$ cat src/rtl/core/dvft_pkg.sv
`default_nettype none

package dvft_pkg;

    // Table geometry and field widths
    localparam int TABLE_DEPTH = 64;
    localparam int VALUE_W     = 32;
    localparam int COUNT_W     = 32;

    typedef logic signed [VALUE_W-1:0] t_value;
    typedef logic        [COUNT_W-1:0] t_count;

    // Item travelling down the chain, one cell per cycle
    typedef struct packed {
        logic   live;   // still to be counted
        logic   eos;    // end-of-stream marker
        t_value value;
    } t_item;

    // Contents of one cell, shifted towards the head during a dump
    typedef struct packed {
        logic   valid;
        t_value value;
        t_count count;
    } t_entry;

    localparam t_count COUNT_MAX   = '1;
    localparam t_count COUNT_ONE   = t_count'(1);
    localparam t_entry ENTRY_EMPTY = '{valid: 1'b0, value: '0, count: '0};

endpackage

`default_nettype wire

$ cat src/rtl/core/dvft_cell.sv
`default_nettype none

module dvft_cell (
    input  wire logic            i_clk,
    input  wire logic            i_rst_n,
    input  wire dvft_pkg::t_item  i_item,
    output dvft_pkg::t_item       o_item,
    input  wire logic            i_shift,
    input  wire dvft_pkg::t_entry i_next_entry,
    output dvft_pkg::t_entry      o_entry
);
    import dvft_pkg::*;

    logic   r_valid;
    t_value r_value;
    t_count r_count;

    logic   r_live;
    logic   r_eos;
    t_value r_item_value;

    logic   w_match;
    logic   w_claim;

    // Compare the passing item with the stored value; an empty cell takes a new value,
    // cells fill from the head so the first empty one met is the next free slot
    assign w_match = i_item.live && r_valid && (r_value == i_item.value);
    assign w_claim = i_item.live && !r_valid;

    // Hand the item to the neighbour, dropping its live flag once counted
    always_ff @(posedge i_clk) begin
        if (!i_rst_n) begin
            r_live <= 1'b0;
            r_eos  <= 1'b0;
        end else begin
            r_live <= i_item.live && !w_match && !w_claim;
            r_eos  <= i_item.eos;
        end
    end

    always_ff @(posedge i_clk) begin
        r_item_value <= i_item.value;
    end

    // Hold, count, claim, or take the neighbour's entry during a dump
    always_ff @(posedge i_clk) begin
        if (!i_rst_n) begin
            r_valid <= 1'b0;
        end else if (i_shift) begin
            r_valid <= i_next_entry.valid;
        end else if (w_claim) begin
            r_valid <= 1'b1;
        end
    end

    always_ff @(posedge i_clk) begin
        if (i_shift) begin
            r_value <= i_next_entry.value;
            r_count <= i_next_entry.count;
        end else if (w_claim) begin
            r_value <= i_item.value;
            r_count <= COUNT_ONE;
        end else if (w_match && (r_count != COUNT_MAX)) begin
            r_count <= r_count + COUNT_ONE;
        end
    end

    assign o_item  = '{live: r_live, eos: r_eos, value: r_item_value};
    assign o_entry = '{valid: r_valid, value: r_value, count: r_count};

endmodule

`default_nettype wire

$ cat config.mk
export PLATFORM = sky130hd
export DESIGN_NAME = dvft_cell
export DESIGN_NICKNAME = d
export VERILOG_FILES = /design/src/rtl/core/dvft_pkg.sv /design/src/rtl/core/dvft_cell.sv
export SDC_FILE = /design/constraint.sdc
export NUM_CORES = 1
export LEC_CHECK = 0
export BUFFER_PORTS_ARGS = -buffer_cell sky130_fd_sc_hd__clkbuf_2
export CAP_MARGIN = 20
export CORE_AREA = 2 2 100 102
export CTS_CLUSTER_SIZE = 20
export DETAILED_ROUTE_END_ITERATION = 6
export DIE_AREA = 0 0 102 104
export PLACE_DENSITY = 0.76
export RECOVER_POWER = 25
export SKIP_LAST_GASP = 1
export SLEW_MARGIN = 20
export SYNTH_ARGS = -nofsm -noshare
export SYNTH_HDL_FRONTEND = slang
export SYNTH_SLANG_ARGS = --single-unit
$ cat constraint.sdc
create_clock -name i_clk -period 4.9 [get_ports i_clk]
set_input_delay 0.49 -clock i_clk [delete_from_list [all_inputs] [get_ports i_clk]]
set_output_delay 0.49 -clock i_clk [all_outputs]
set_load 0.01 [all_outputs]
==> results of run 1 <==
where the power goes:
part / switching (mW) / total [mW] / internal (mW)
Combinational: 0.152 / 0.290 / 0.138
Sequential: 0.0642 / 1.04 / 0.972
Clock: 0.269 / 0.548 / 0.279
Total: 0.485 / 1.87 / 1.39
Yosys cell counts (3+ instances only):
master | number | area [um^2]
sky130_fd_sc_hd__buf_1 | 4 | 15.0
sky130_fd_sc_hd__clkbuf_1 | 6 | 22.5
sky130_fd_sc_hd__and4_1 | 5 | 43.8
sky130_fd_sc_hd__edfxtp_1 | 64 | 1920
sky130_fd_sc_hd__xor2_1 | 20 | 175
sky130_fd_sc_hd__xnor2_1 | 42 | 368
sky130_fd_sc_hd__inv_1 | 3 | 11.3
sky130_fd_sc_hd__dfxtp_1 | 35 | 701
sky130_fd_sc_hd__nand3_1 | 15 | 75.1
sky130_fd_sc_hd__nand2_1 | 38 | 143
sky130_fd_sc_hd__buf_4 | 3 | 22.5
sky130_fd_sc_hd__nor2_1 | 4 | 15.0
sky130_fd_sc_hd__and3_1 | 6 | 37.5
sky130_fd_sc_hd__nand4_1 | 15 | 93.8
sky130_fd_sc_hd__o21ai_0 | 29 | 145
sky130_fd_sc_hd__mux2_2 | 32 | 360
per-layer routing:
layer	share of wire (%)	GRT usage (%)	vias to the layer above
li1	-	-	1662
met1	41	24.1	1593
met2	49	34.0	145
met3	8.8	6.99	16
met4	1.7	6.86	0
met5	0	0	-
state kept, by name, indices dropped and copies added, names as in the netlist:
signal	flops
r_count	32
r_eos	1
r_item_value	32
r_live	1
r_valid	1
r_value	32
area by class of cell:
| class | instances | share of cell area, % |
|---|---|---|
| repair buffers | 202 | 16.5 |
| well taps | 133 | 2.94 |
| multi-input cells | 233 | 30.3 |
| flip-flops and latches | 99 | 46.3 |
| clock buffers | 16 | 3.78 |
| inverters | 3 | 0.243 |
logic make-up after synthesis:
| group | Yosys count | synth area share [%] |
|---|---|---|
| AO/OA/AOI/OAI | 35 | 4.18 |
| AND/OR/NAND/NOR | 103 | 13.9 |
| flip-flops | 99 | 59.5 |
| XOR/XNOR | 62 | 12.3 |
| multiplexers | 32 | 8.18 |
| buffers and inverters | 16 | 1.62 |
| adder cells (fa/ha/maj) | 1 | 0.284 |
worst max path at each step:
stage | start | to | slack, ns | depth (start not counted)
2_1_floorplan | r_count[0] | r_count[0] | 0.95 | 6
5_1_grt | i_shift | r_value[16] | 1.37 | 3
3_3_place_gp | i_item[2] | r_count[19] | 2.43 | 7
6_report | i_shift | r_value[13] | 1.56 | 3
3_5_place_dp | i_item[2] | r_count[23] | 2.39 | 7
4_1_cts | r_value[6] | r_count[18] | 2.57 | 6
worst max-delay path, delay by kind of cell:
family / cells / cell delay [ns]
buf+inv: 2 / 2.39
mux: 1 / 0.50
==> impl_metrics.env, run 1 <==
export IMPL_port_buffers=200
export IMPL_post_cts_hold_buffer_count=0
export IMPL_rr_worst_depth=6
export IMPL_post_layout_nonfiller_instances=686
export IMPL_drcViolationCount=0
export IMPL_initial_core_util_pct=46.1
export IMPL_asr_flop_ratio_synth_pct=0
export IMPL_total_setup_buffers_inserted_after_cts=0
export IMPL_setup_viol=0
export IMPL_report_final_slew_viol_count=67
export IMPL_data_arrival_time_of_the_critical_path_ns=3.45
export IMPL_final_seq_area_um2=2620
export IMPL_syn_mean_instance_area_um2=12.7
export IMPL_hold_start="i_item[26]"
export IMPL_ant_nets=0
export IMPL_detail_route_wl_per_cell_um=15.7
export IMPL_slowest_library_cell_on_the_worst_path="sky130_fd_sc_hd__clkbuf_1"
export IMPL_first_global_vias=3485
export IMPL_overflow=0
export IMPL_critPathLaunchType="input pin"
export IMPL_power_mw=1.87
export IMPL_final_period_minus_worst_setup_slack_ns=3.34
export IMPL_syn2layout_area_growth_pct=28.6
export IMPL_power_static_leakage_nw=2.25
export IMPL_postSynthNetCount=451
export IMPL_routed_vias=3416
export IMPL_grtUsageTotal_pct=20.3
export IMPL_floorplan_die_area_um2=10600
export IMPL_routed_wl_um=10800
export IMPL_multiInputGateArea_um2=1710
export IMPL_worstHoldEndpoint="r_item_value[26]"
export IMPL_cts_buffers=9
export IMPL_dominantRegCellSynth="sky130_fd_sc_hd__edfxtp_1"
export IMPL_fin_nets=651
export IMPL_worst_r2r_setup_slack_ns=2.66
export IMPL_fillCellCount=873
export IMPL_die_h_um=104
export IMPL_synth_area_um2=4400
export IMPL_horizontal_die_dimension_um=102
export IMPL_cellPowerDensity_nw_per_um2=331
export IMPL_insertion_delay_ns=0.36
export IMPL_cp_slowest_stage_delay_ns=2.30
export IMPL_fin_worst_skew_ns=0.0134
export IMPL_synth_distinct_cells=35
export IMPL_layout_setup_ws_ns=1.56
export IMPL_final_layout_size_suffix_gt1_share_pct=35.1
export IMPL_ctsHtreeMaxLevel=3
export IMPL_synth_edff_count=64
export IMPL_antenna_violations_before_repair=0
export IMPL_core_region_area_um2=9550
export IMPL_holdCritPathClass="input pin to register"
export IMPL_worst_slew_margin_rel_pct=-120
export IMPL_cts_root_buf="sky130_fd_sc_hd__clkbuf_8"
export IMPL_worstPathRequired_ns=5.01
export IMPL_cts_tree="yes"
export IMPL_routed_via_density=4.98
export IMPL_pre_cts_slack_ns=2.39
export IMPL_netlist_instances=348
export IMPL_post_dp_hpwl_um=8040
export IMPL_timing_setup_critical_path_class="input pin to register"
export IMPL_timing_worst_slew_pin_value_ns=3.30
export IMPL_timing_final_crit_share_pct=68.1
export IMPL_fin_area_um2=5670
export IMPL_num_antenna_cells=0
export IMPL_fmaxAchievable_ghz=0.300
export IMPL_cts_reportedPaths_clkPinSlew_ns=0.10
export IMPL_drt_first_iter_violations=103
export IMPL_final_core_util_pct=59.3
export IMPL_fin_setup_tns_ns=0
export IMPL_failed_checks="max-capacitance violations, max-slew violations"
export IMPL_global_route_wire_length_before_repair_um=16800
export IMPL_drt_pre_antenna_iters=4
export IMPL_timing_max_cap_violations=1
export IMPL_crit_path_cell_trace="clkbuf_2 > clkbuf_1 > mux2_2"
export IMPL_layout_commonest_cell="sky130_fd_sc_hd__clkbuf_2"
export IMPL_placedInstanceArea_um2=5530
export IMPL_place_detailed_instances=670
export IMPL_regToRegEndpoint="r_count[25]"
export IMPL_ys_seq_elements=99
export IMPL_worst_hold_slack_ns=0.276
export IMPL_tritoncts_num_sinks=99
export IMPL_unrepaired_setup_endpoints_after_global_routing="no"
export IMPL_placement_rows=36
export IMPL_grt_max_degree=67
export IMPL_finalHoldViolations=0
export IMPL_pin_count=201
export IMPL_worstReg2RegStart="r_value[6]"
export IMPL_layout_cells_most_common_list="138 x sky130_fd_sc_hd__clkbuf_2, 67 x sky130_fd_sc_hd__clkbuf_1, 64 x sky130_fd_sc_hd__edfxtp_1, 42 x sky130_fd_sc_hd__xnor2_1, 38 x sky130_fd_sc_hd__nand2_1"
export IMPL_cts_max_path_buffers=2
export IMPL_post_cts_resize_count=0
export IMPL_synth_yosys_seq_area_share_pct=59.5
export IMPL_synthesis_yosys_warnings=0
export IMPL_path_max_fanout=66
export IMPL_peakVddDrop_v=0.000201
export IMPL_critical_path_endpoint_type="register"
export IMPL_routabilityCongestion=0.824
export IMPL_hold_path_depth=1
export IMPL_outcome="finished, violations left"
(Power assumes the default switching activity.)
==> run 2: changes to the inputs <==
--- a/config.mk
+++ b/config.mk
@@ -7,11 +7,11 @@
 export LEC_CHECK = 0
 export BUFFER_PORTS_ARGS = -buffer_cell sky130_fd_sc_hd__clkbuf_2
 export CAP_MARGIN = 20
-export CORE_AREA = 2 2 100 102
+export CORE_AREA = 2 2 106 108
 export CTS_CLUSTER_SIZE = 20
 export DETAILED_ROUTE_END_ITERATION = 6
-export DIE_AREA = 0 0 102 104
-export PLACE_DENSITY = 0.76
+export DIE_AREA = 0 0 108 110
+export PLACE_DENSITY = 0.71
 export RECOVER_POWER = 25
 export SKIP_LAST_GASP = 1
 export SLEW_MARGIN = 20
==> constraint.sdc (replaced) <==
create_clock -name i_clk -period 2.9 [get_ports i_clk]
set_input_delay 0.29 -clock i_clk [delete_from_list [all_inputs] [get_ports i_clk]]
set_output_delay 0.29 -clock i_clk [all_outputs]
set_load 0.01 [all_outputs]
==> run 2 against run 1 <==
  * The flow still finishes with violations (max-capacitance violations, max-slew violations)
  * Final cell count is 1.2% higher
  * Clock power rose by 47%
  * Sequential power up 68%
  * Non-clock buffer count rose by 1
  * Global-route usage shrank 2.0 points
  * Critical path depth rose by 3
  * Combinational power rose by 67%
  * Clock-buffer cell count fell by 7
  * Die area is 12% higher
==> impl_metrics.env, run 2 (synthesis results as in run 1) <==
export IMPL_cp_slowest_stage_delay_ns=0.46
export IMPL_num_antenna_cells=0
export IMPL_power_static_leakage_nw=2.23
export IMPL_final_period_minus_worst_setup_slack_ns=2.27
export IMPL_fin_worst_skew_ns=0.0121
export IMPL_fin_setup_tns_ns=0
export IMPL_fmaxAchievable_ghz=0.440
export IMPL_critical_path_endpoint_type="register"
export IMPL_rr_worst_depth=6
export IMPL_path_max_fanout=32
export IMPL_worstPathRequired_ns=2.91
export IMPL_drcViolationCount=0
export IMPL_worst_r2r_setup_slack_ns=0.63
export IMPL_cts_reportedPaths_clkPinSlew_ns=0.10
export IMPL_overflow=0
export IMPL_post_cts_resize_count=0
export IMPL_routed_vias=3419
export IMPL_ctsHtreeMaxLevel=3
export IMPL_ant_nets=0
export IMPL_worst_slew_margin_rel_pct=-0.382
export IMPL_layout_cells_most_common_list="137 x sky130_fd_sc_hd__clkbuf_2, 64 x sky130_fd_sc_hd__clkbuf_1, 64 x sky130_fd_sc_hd__edfxtp_1, 42 x sky130_fd_sc_hd__xnor2_1, 38 x sky130_fd_sc_hd__nand2_1"
export IMPL_final_layout_size_suffix_gt1_share_pct=35.7
export IMPL_placement_rows=38
export IMPL_initial_core_util_pct=41.2
export IMPL_first_global_vias=3543
export IMPL_cts_root_buf="sky130_fd_sc_hd__clkbuf_8"
export IMPL_routed_via_density=4.93
export IMPL_critPathLaunchType="register"
export IMPL_die_h_um=110
export IMPL_global_route_wire_length_before_repair_um=16800
export IMPL_unrepaired_setup_endpoints_after_global_routing="no"
export IMPL_timing_final_crit_share_pct=78.4
export IMPL_cts_max_path_buffers=2
export IMPL_timing_setup_critical_path_class="register to register"
export IMPL_tritoncts_num_sinks=99
export IMPL_core_region_area_um2=10700
export IMPL_peakVddDrop_v=0.000323
export IMPL_fin_area_um2=5650
export IMPL_holdCritPathClass="input pin to register"
export IMPL_hold_start="i_item[25]"
export IMPL_final_core_util_pct=52.8
export IMPL_pin_count=201
export IMPL_finalHoldViolations=0
export IMPL_post_cts_hold_buffer_count=0
export IMPL_routed_wl_um=10800
export IMPL_report_final_slew_viol_count=66
export IMPL_slowest_library_cell_on_the_worst_path="sky130_fd_sc_hd__nor4_1"
export IMPL_routabilityCongestion=0.777
export IMPL_placedInstanceArea_um2=5550
export IMPL_cellPowerDensity_nw_per_um2=538
export IMPL_grtUsageTotal_pct=18.3
export IMPL_grt_max_degree=67
export IMPL_failed_checks="max-capacitance violations, max-slew violations"
export IMPL_detail_route_wl_per_cell_um=15.6
export IMPL_data_arrival_time_of_the_critical_path_ns=2.29
export IMPL_fin_nets=652
export IMPL_hold_path_depth=1
export IMPL_timing_worst_slew_pin_value_ns=1.51
export IMPL_floorplan_die_area_um2=11900
export IMPL_drt_first_iter_violations=131
export IMPL_regToRegEndpoint="r_count[16]"
export IMPL_timing_max_cap_violations=1
export IMPL_largest_registers="r_count: 32 flops, r_item_value: 32 flops, r_value: 32 flops"
export IMPL_outcome="finished, violations left"
export IMPL_port_buffers=200
export IMPL_horizontal_die_dimension_um=108
export IMPL_setup_viol=0
export IMPL_cts_tree="yes"
export IMPL_worstReg2RegStart="r_value[13]"
export IMPL_post_dp_hpwl_um=8220
export IMPL_worstHoldEndpoint="r_item_value[25]"
export IMPL_syn2layout_area_growth_pct=28.2
export IMPL_drt_pre_antenna_iters=4
export IMPL_crit_path_cell_trace="xnor2_1 > nand4_1 > nor4_1 > nand2_1 > o21ai_2 > buf_4"
export IMPL_total_setup_buffers_inserted_after_cts=0
export IMPL_cts_buffers=9
export IMPL_insertion_delay_ns=0.36
export IMPL_layout_commonest_cell="sky130_fd_sc_hd__clkbuf_2"
export IMPL_antenna_violations_before_repair=0
==> run 2: cell count changes in the layout (fill, tap and decap cells not counted), sizes merged <==
cell | before | now
clkinv | 0 | 5
clkinvlp | 0 | 2
clkbuf | 217 | 210
buf | 1 | 2
==> run 2: critical path: cells and delay by family (launching register included) <==
kind	cells	cell delay, ns
buffers and inverters	1	0.39
xor gates and xnor gates	1	0.20
DFF	1	0.41
AOI/OAI and AO/OA	1	0.16
and+or+nand+nor	3	0.76
==> run 2: routing by layer <==
| metal | track usage, % | up-vias | share of wire [%] |
|---|---|---|---|
| met2 | 30.7 | 157 | 47 |
| met5 | 0 | - | 0 |
| met3 | 6.64 | 12 | 10 |
| met1 | 21.9 | 1585 | 41 |
| li1 | - | 1665 | - |
| met4 | 5.86 | 0 | 1.3 |
==> run 2: area by class of cell <==
type	instances	area [um^2]
Multi-Input combinational cell	233	1710
Tap cell	140	175
Fill cell	1000	5050
Clock buffer	9	124
Timing Repair Buffer	203	941
Inverter	3	13.8
Sequential cell	99	2620
Clock inverter	7	55.1
==> run 2: stage by stage <==
step / power, mW / hold WS, ns / worst slack, ns / cells
floorplan: 2.03 / 0.318 / 0.415 / 348
global placement: 2.27 / 0.430 / 0.476 / 678
detailed placement: 2.28 / 0.436 / 0.492 / 678
CTS: 3.08 / 0.0401 / 0.470 / 694
global route: 3.18 / 0.0586 / 0.380 / 694
finish: 3.04 / 0.0806 / 0.626 / 694
==> run 2: worst max path at each step <==
stage | startpoint | to | slack [ns]
floorplan | r_count[0] | r_count[0] | 0.41
global placement | i_item[4] | r_count[23] | 0.48
detailed placement | i_item[13] | r_count[19] | 0.49
CTS | r_value[4] | r_count[15] | 0.47
global route | r_value[2] | r_count[15] | 0.38
finish | r_value[13] | r_count[16] | 0.63
==> run 2: power breakdown <==
group	switching, mW	internal (mW)	total, mW
Combinational	0.255	0.230	0.485
Sequential	0.107	1.64	1.75
Clock	0.488	0.316	0.805
Total	0.850	2.19	3.04
==> run 3: changes to the inputs <==
==> constraint.sdc (replaced) <==
create_clock -name i_clk -period 2 [get_ports i_clk]
set_input_delay 0.2 -clock i_clk [delete_from_list [all_inputs] [get_ports i_clk]]
set_output_delay 0.2 -clock i_clk [all_outputs]
set_load 0.01 [all_outputs]
==> run 3 against run 2 <==
  * The run ends with negative setup slack left
  * Die area is the same
  * Utilization up 6.8 points
  * Register-to-register slack worse by 0.59 ns
  * Global-route usage up 2.3 points
  * Combinational power increased by 87%
  * Critical path type is now input pin to register
==> impl_metrics.env, run 3 (synthesis results as in run 1) <==
export IMPL_cts_buffers=9
export IMPL_insertion_delay_ns=0.38
export IMPL_post_layout_nonfiller_instances=748
export IMPL_overflow=0
export IMPL_ctsHtreeMaxLevel=3
export IMPL_syn2layout_area_growth_pct=44.6
export IMPL_critical_path_endpoint_type="register"
export IMPL_routed_vias=3711
export IMPL_cts_reportedPaths_clkPinSlew_ns=0.09
export IMPL_worst_hold_slack_ns=0.0441
export IMPL_port_buffers=200
export IMPL_path_max_fanout=16
export IMPL_critPathBufInv=3
export IMPL_timing_max_cap_violations=0
export IMPL_first_global_vias=3773
export IMPL_die_h_um=110
export IMPL_power_mw=4.62
export IMPL_place_detailed_instances=701
export IMPL_grtUsageTotal_pct=20.6
export IMPL_drt_first_iter_violations=121
export IMPL_routabilityCongestion=0.760
export IMPL_report_final_slew_viol_count=0
export IMPL_initial_core_util_pct=41.2
export IMPL_drt_pre_antenna_iters=4
export IMPL_largest_registers="r_count: 32 flops, r_item_value: 32 flops, r_value: 32 flops"
export IMPL_final_layout_size_suffix_gt1_share_pct=48.4
export IMPL_floorplan_die_area_um2=11900
export IMPL_rr_worst_depth=6
export IMPL_hold_path_depth=2
export IMPL_finalHoldViolations=0
export IMPL_data_arrival_time_of_the_critical_path_ns=2.10
export IMPL_grt_max_degree=40
export IMPL_timing_setup_critical_path_class="input pin to register"
export IMPL_cp_slowest_stage_delay_ns=0.55
export IMPL_setup_viol=18
export IMPL_fin_nets=706
export IMPL_outcome="finished, violations left"
export IMPL_antenna_violations_before_repair=0
export IMPL_critPathTopFamily="buffers and inverters"
export IMPL_timing_worst_slew_pin_value_ns=0.434
export IMPL_fin_worst_skew_ns=0.0113
export IMPL_pin_count=201
export IMPL_worstPathRequired_ns=2.09
export IMPL_peakVddDrop_v=0.000532
export IMPL_worst_slew_margin_rel_pct=70.9
export IMPL_fin_area_um2=6370
export IMPL_detail_route_wl_per_cell_um=16.5
export IMPL_tritoncts_num_sinks=99
export IMPL_crit_path_cell_trace="dlygate4sd3_1 > clkbuf_2 > xnor2_2 > nand4_1 > nor4_4 > nand2_4 > o21ai_4 > buf_12"
export IMPL_horizontal_die_dimension_um=108
export IMPL_fillCellCount=907
export IMPL_layout_cells_most_common_list="193 x sky130_fd_sc_hd__clkbuf_2, 64 x sky130_fd_sc_hd__edfxtp_1, 37 x sky130_fd_sc_hd__nand2_1, 36 x sky130_fd_sc_hd__xnor2_1, 35 x sky130_fd_sc_hd__dfxtp_1"
export IMPL_final_core_util_pct=59.5
export IMPL_slowest_library_cell_on_the_worst_path="sky130_fd_sc_hd__dlygate4sd3_1"
export IMPL_fmaxAchievable_ghz=0.497
export IMPL_placedInstanceArea_um2=5770
export IMPL_cts_tree="yes"
export IMPL_core_region_area_um2=10700
export IMPL_failed_checks="negative setup slack"
export IMPL_unrepaired_setup_endpoints_after_global_routing="yes"
export IMPL_timing_final_crit_share_pct=101
export IMPL_drcViolationCount=0
export IMPL_power_static_leakage_nw=2.74
export IMPL_num_antenna_cells=0
export IMPL_routed_via_density=4.96
export IMPL_critPathLaunchType="input pin"
export IMPL_cellPowerDensity_nw_per_um2=725
export IMPL_cts_root_buf="sky130_fd_sc_hd__clkbuf_8"
export IMPL_critical_path_depth=8
export IMPL_cts_max_path_buffers=2
export IMPL_ant_nets=0
export IMPL_holdCritPathClass="input pin to register"
export IMPL_placement_rows=38
export IMPL_post_dp_hpwl_um=8810
export IMPL_global_route_wire_length_before_repair_um=18500
export IMPL_layout_setup_ws_ns=-0.0138
export IMPL_routed_wl_um=12300
export IMPL_layout_commonest_cell="sky130_fd_sc_hd__clkbuf_2"
export IMPL_final_period_minus_worst_setup_slack_ns=2.01
==> run 3: cell count changes in the layout (fill, tap and decap cells not counted), sizes merged <==
cell	delta
clkbuf	-3
inv	+2
dlygate4sd3	+32
clkinvlp	-1
clkinv	-2
buf	+26
==> run 3: final cells by class <==
| class | count | area, um^2 | area share, % |
|---|---|---|---|
| Inverter | 3 | 11.3 | 0.177 |
| Clock inverter | 6 | 38.8 | 0.609 |
| Clock buffer | 10 | 138 | 2.16 |
| Multi-Input combinational cell | 233 | 1820 | 28.6 |
| Timing Repair Buffer | 257 | 1560 | 24.5 |
| Tap cell | 140 | 175 | 2.75 |
| Sequential cell | 99 | 2620 | 41.2 |
==> run 3: layer usage <==
metal	wire (um)	GRT usage, %
met1	4780	23.2
met2	6160	35.8
met3	1120	6.23
met4	277	9.43
met5	0	0
==> run 3: path summary, 6_finish.rpt <==
check / from / end / slack, ns
max: i_item[19] / r_count[6] / -0.01
min: i_item[32] / r_eos / 0.04
max reg2reg: r_value[30] / r_count[6] / 0.04
min reg2reg: r_valid / r_live / 0.59
==> run 3: repair_timing <==
action / 4_1_cts / 5_1_grt
gates cloned: 0 / 2
endpoints found under the hold margin: 32 / 0
setup buffers: 0 / 1
setup endpoints to repair: 32 / 33
hold buffers: 32 / 0
resized for setup: 0 / 12
==> run 3: power by group <==
group / internal [mW] / total, mW / switching (mW)
Sequential: 2.38 / 2.51 / 0.133
Combinational: 0.459 / 0.905 / 0.445
Clock: 0.486 / 1.20 / 0.715
==> run 3: metrics by stage <==
stage,setup WS (ns),setup TNS (ns)
2_1_floorplan,-0.136,-4.36
3_3_place_gp,0.0426,0
3_5_place_dp,0.000405,0
4_1_cts,-0.0178,-0.427
5_1_grt,-0.0710,-1.96
6_report,-0.0138,-0.0945
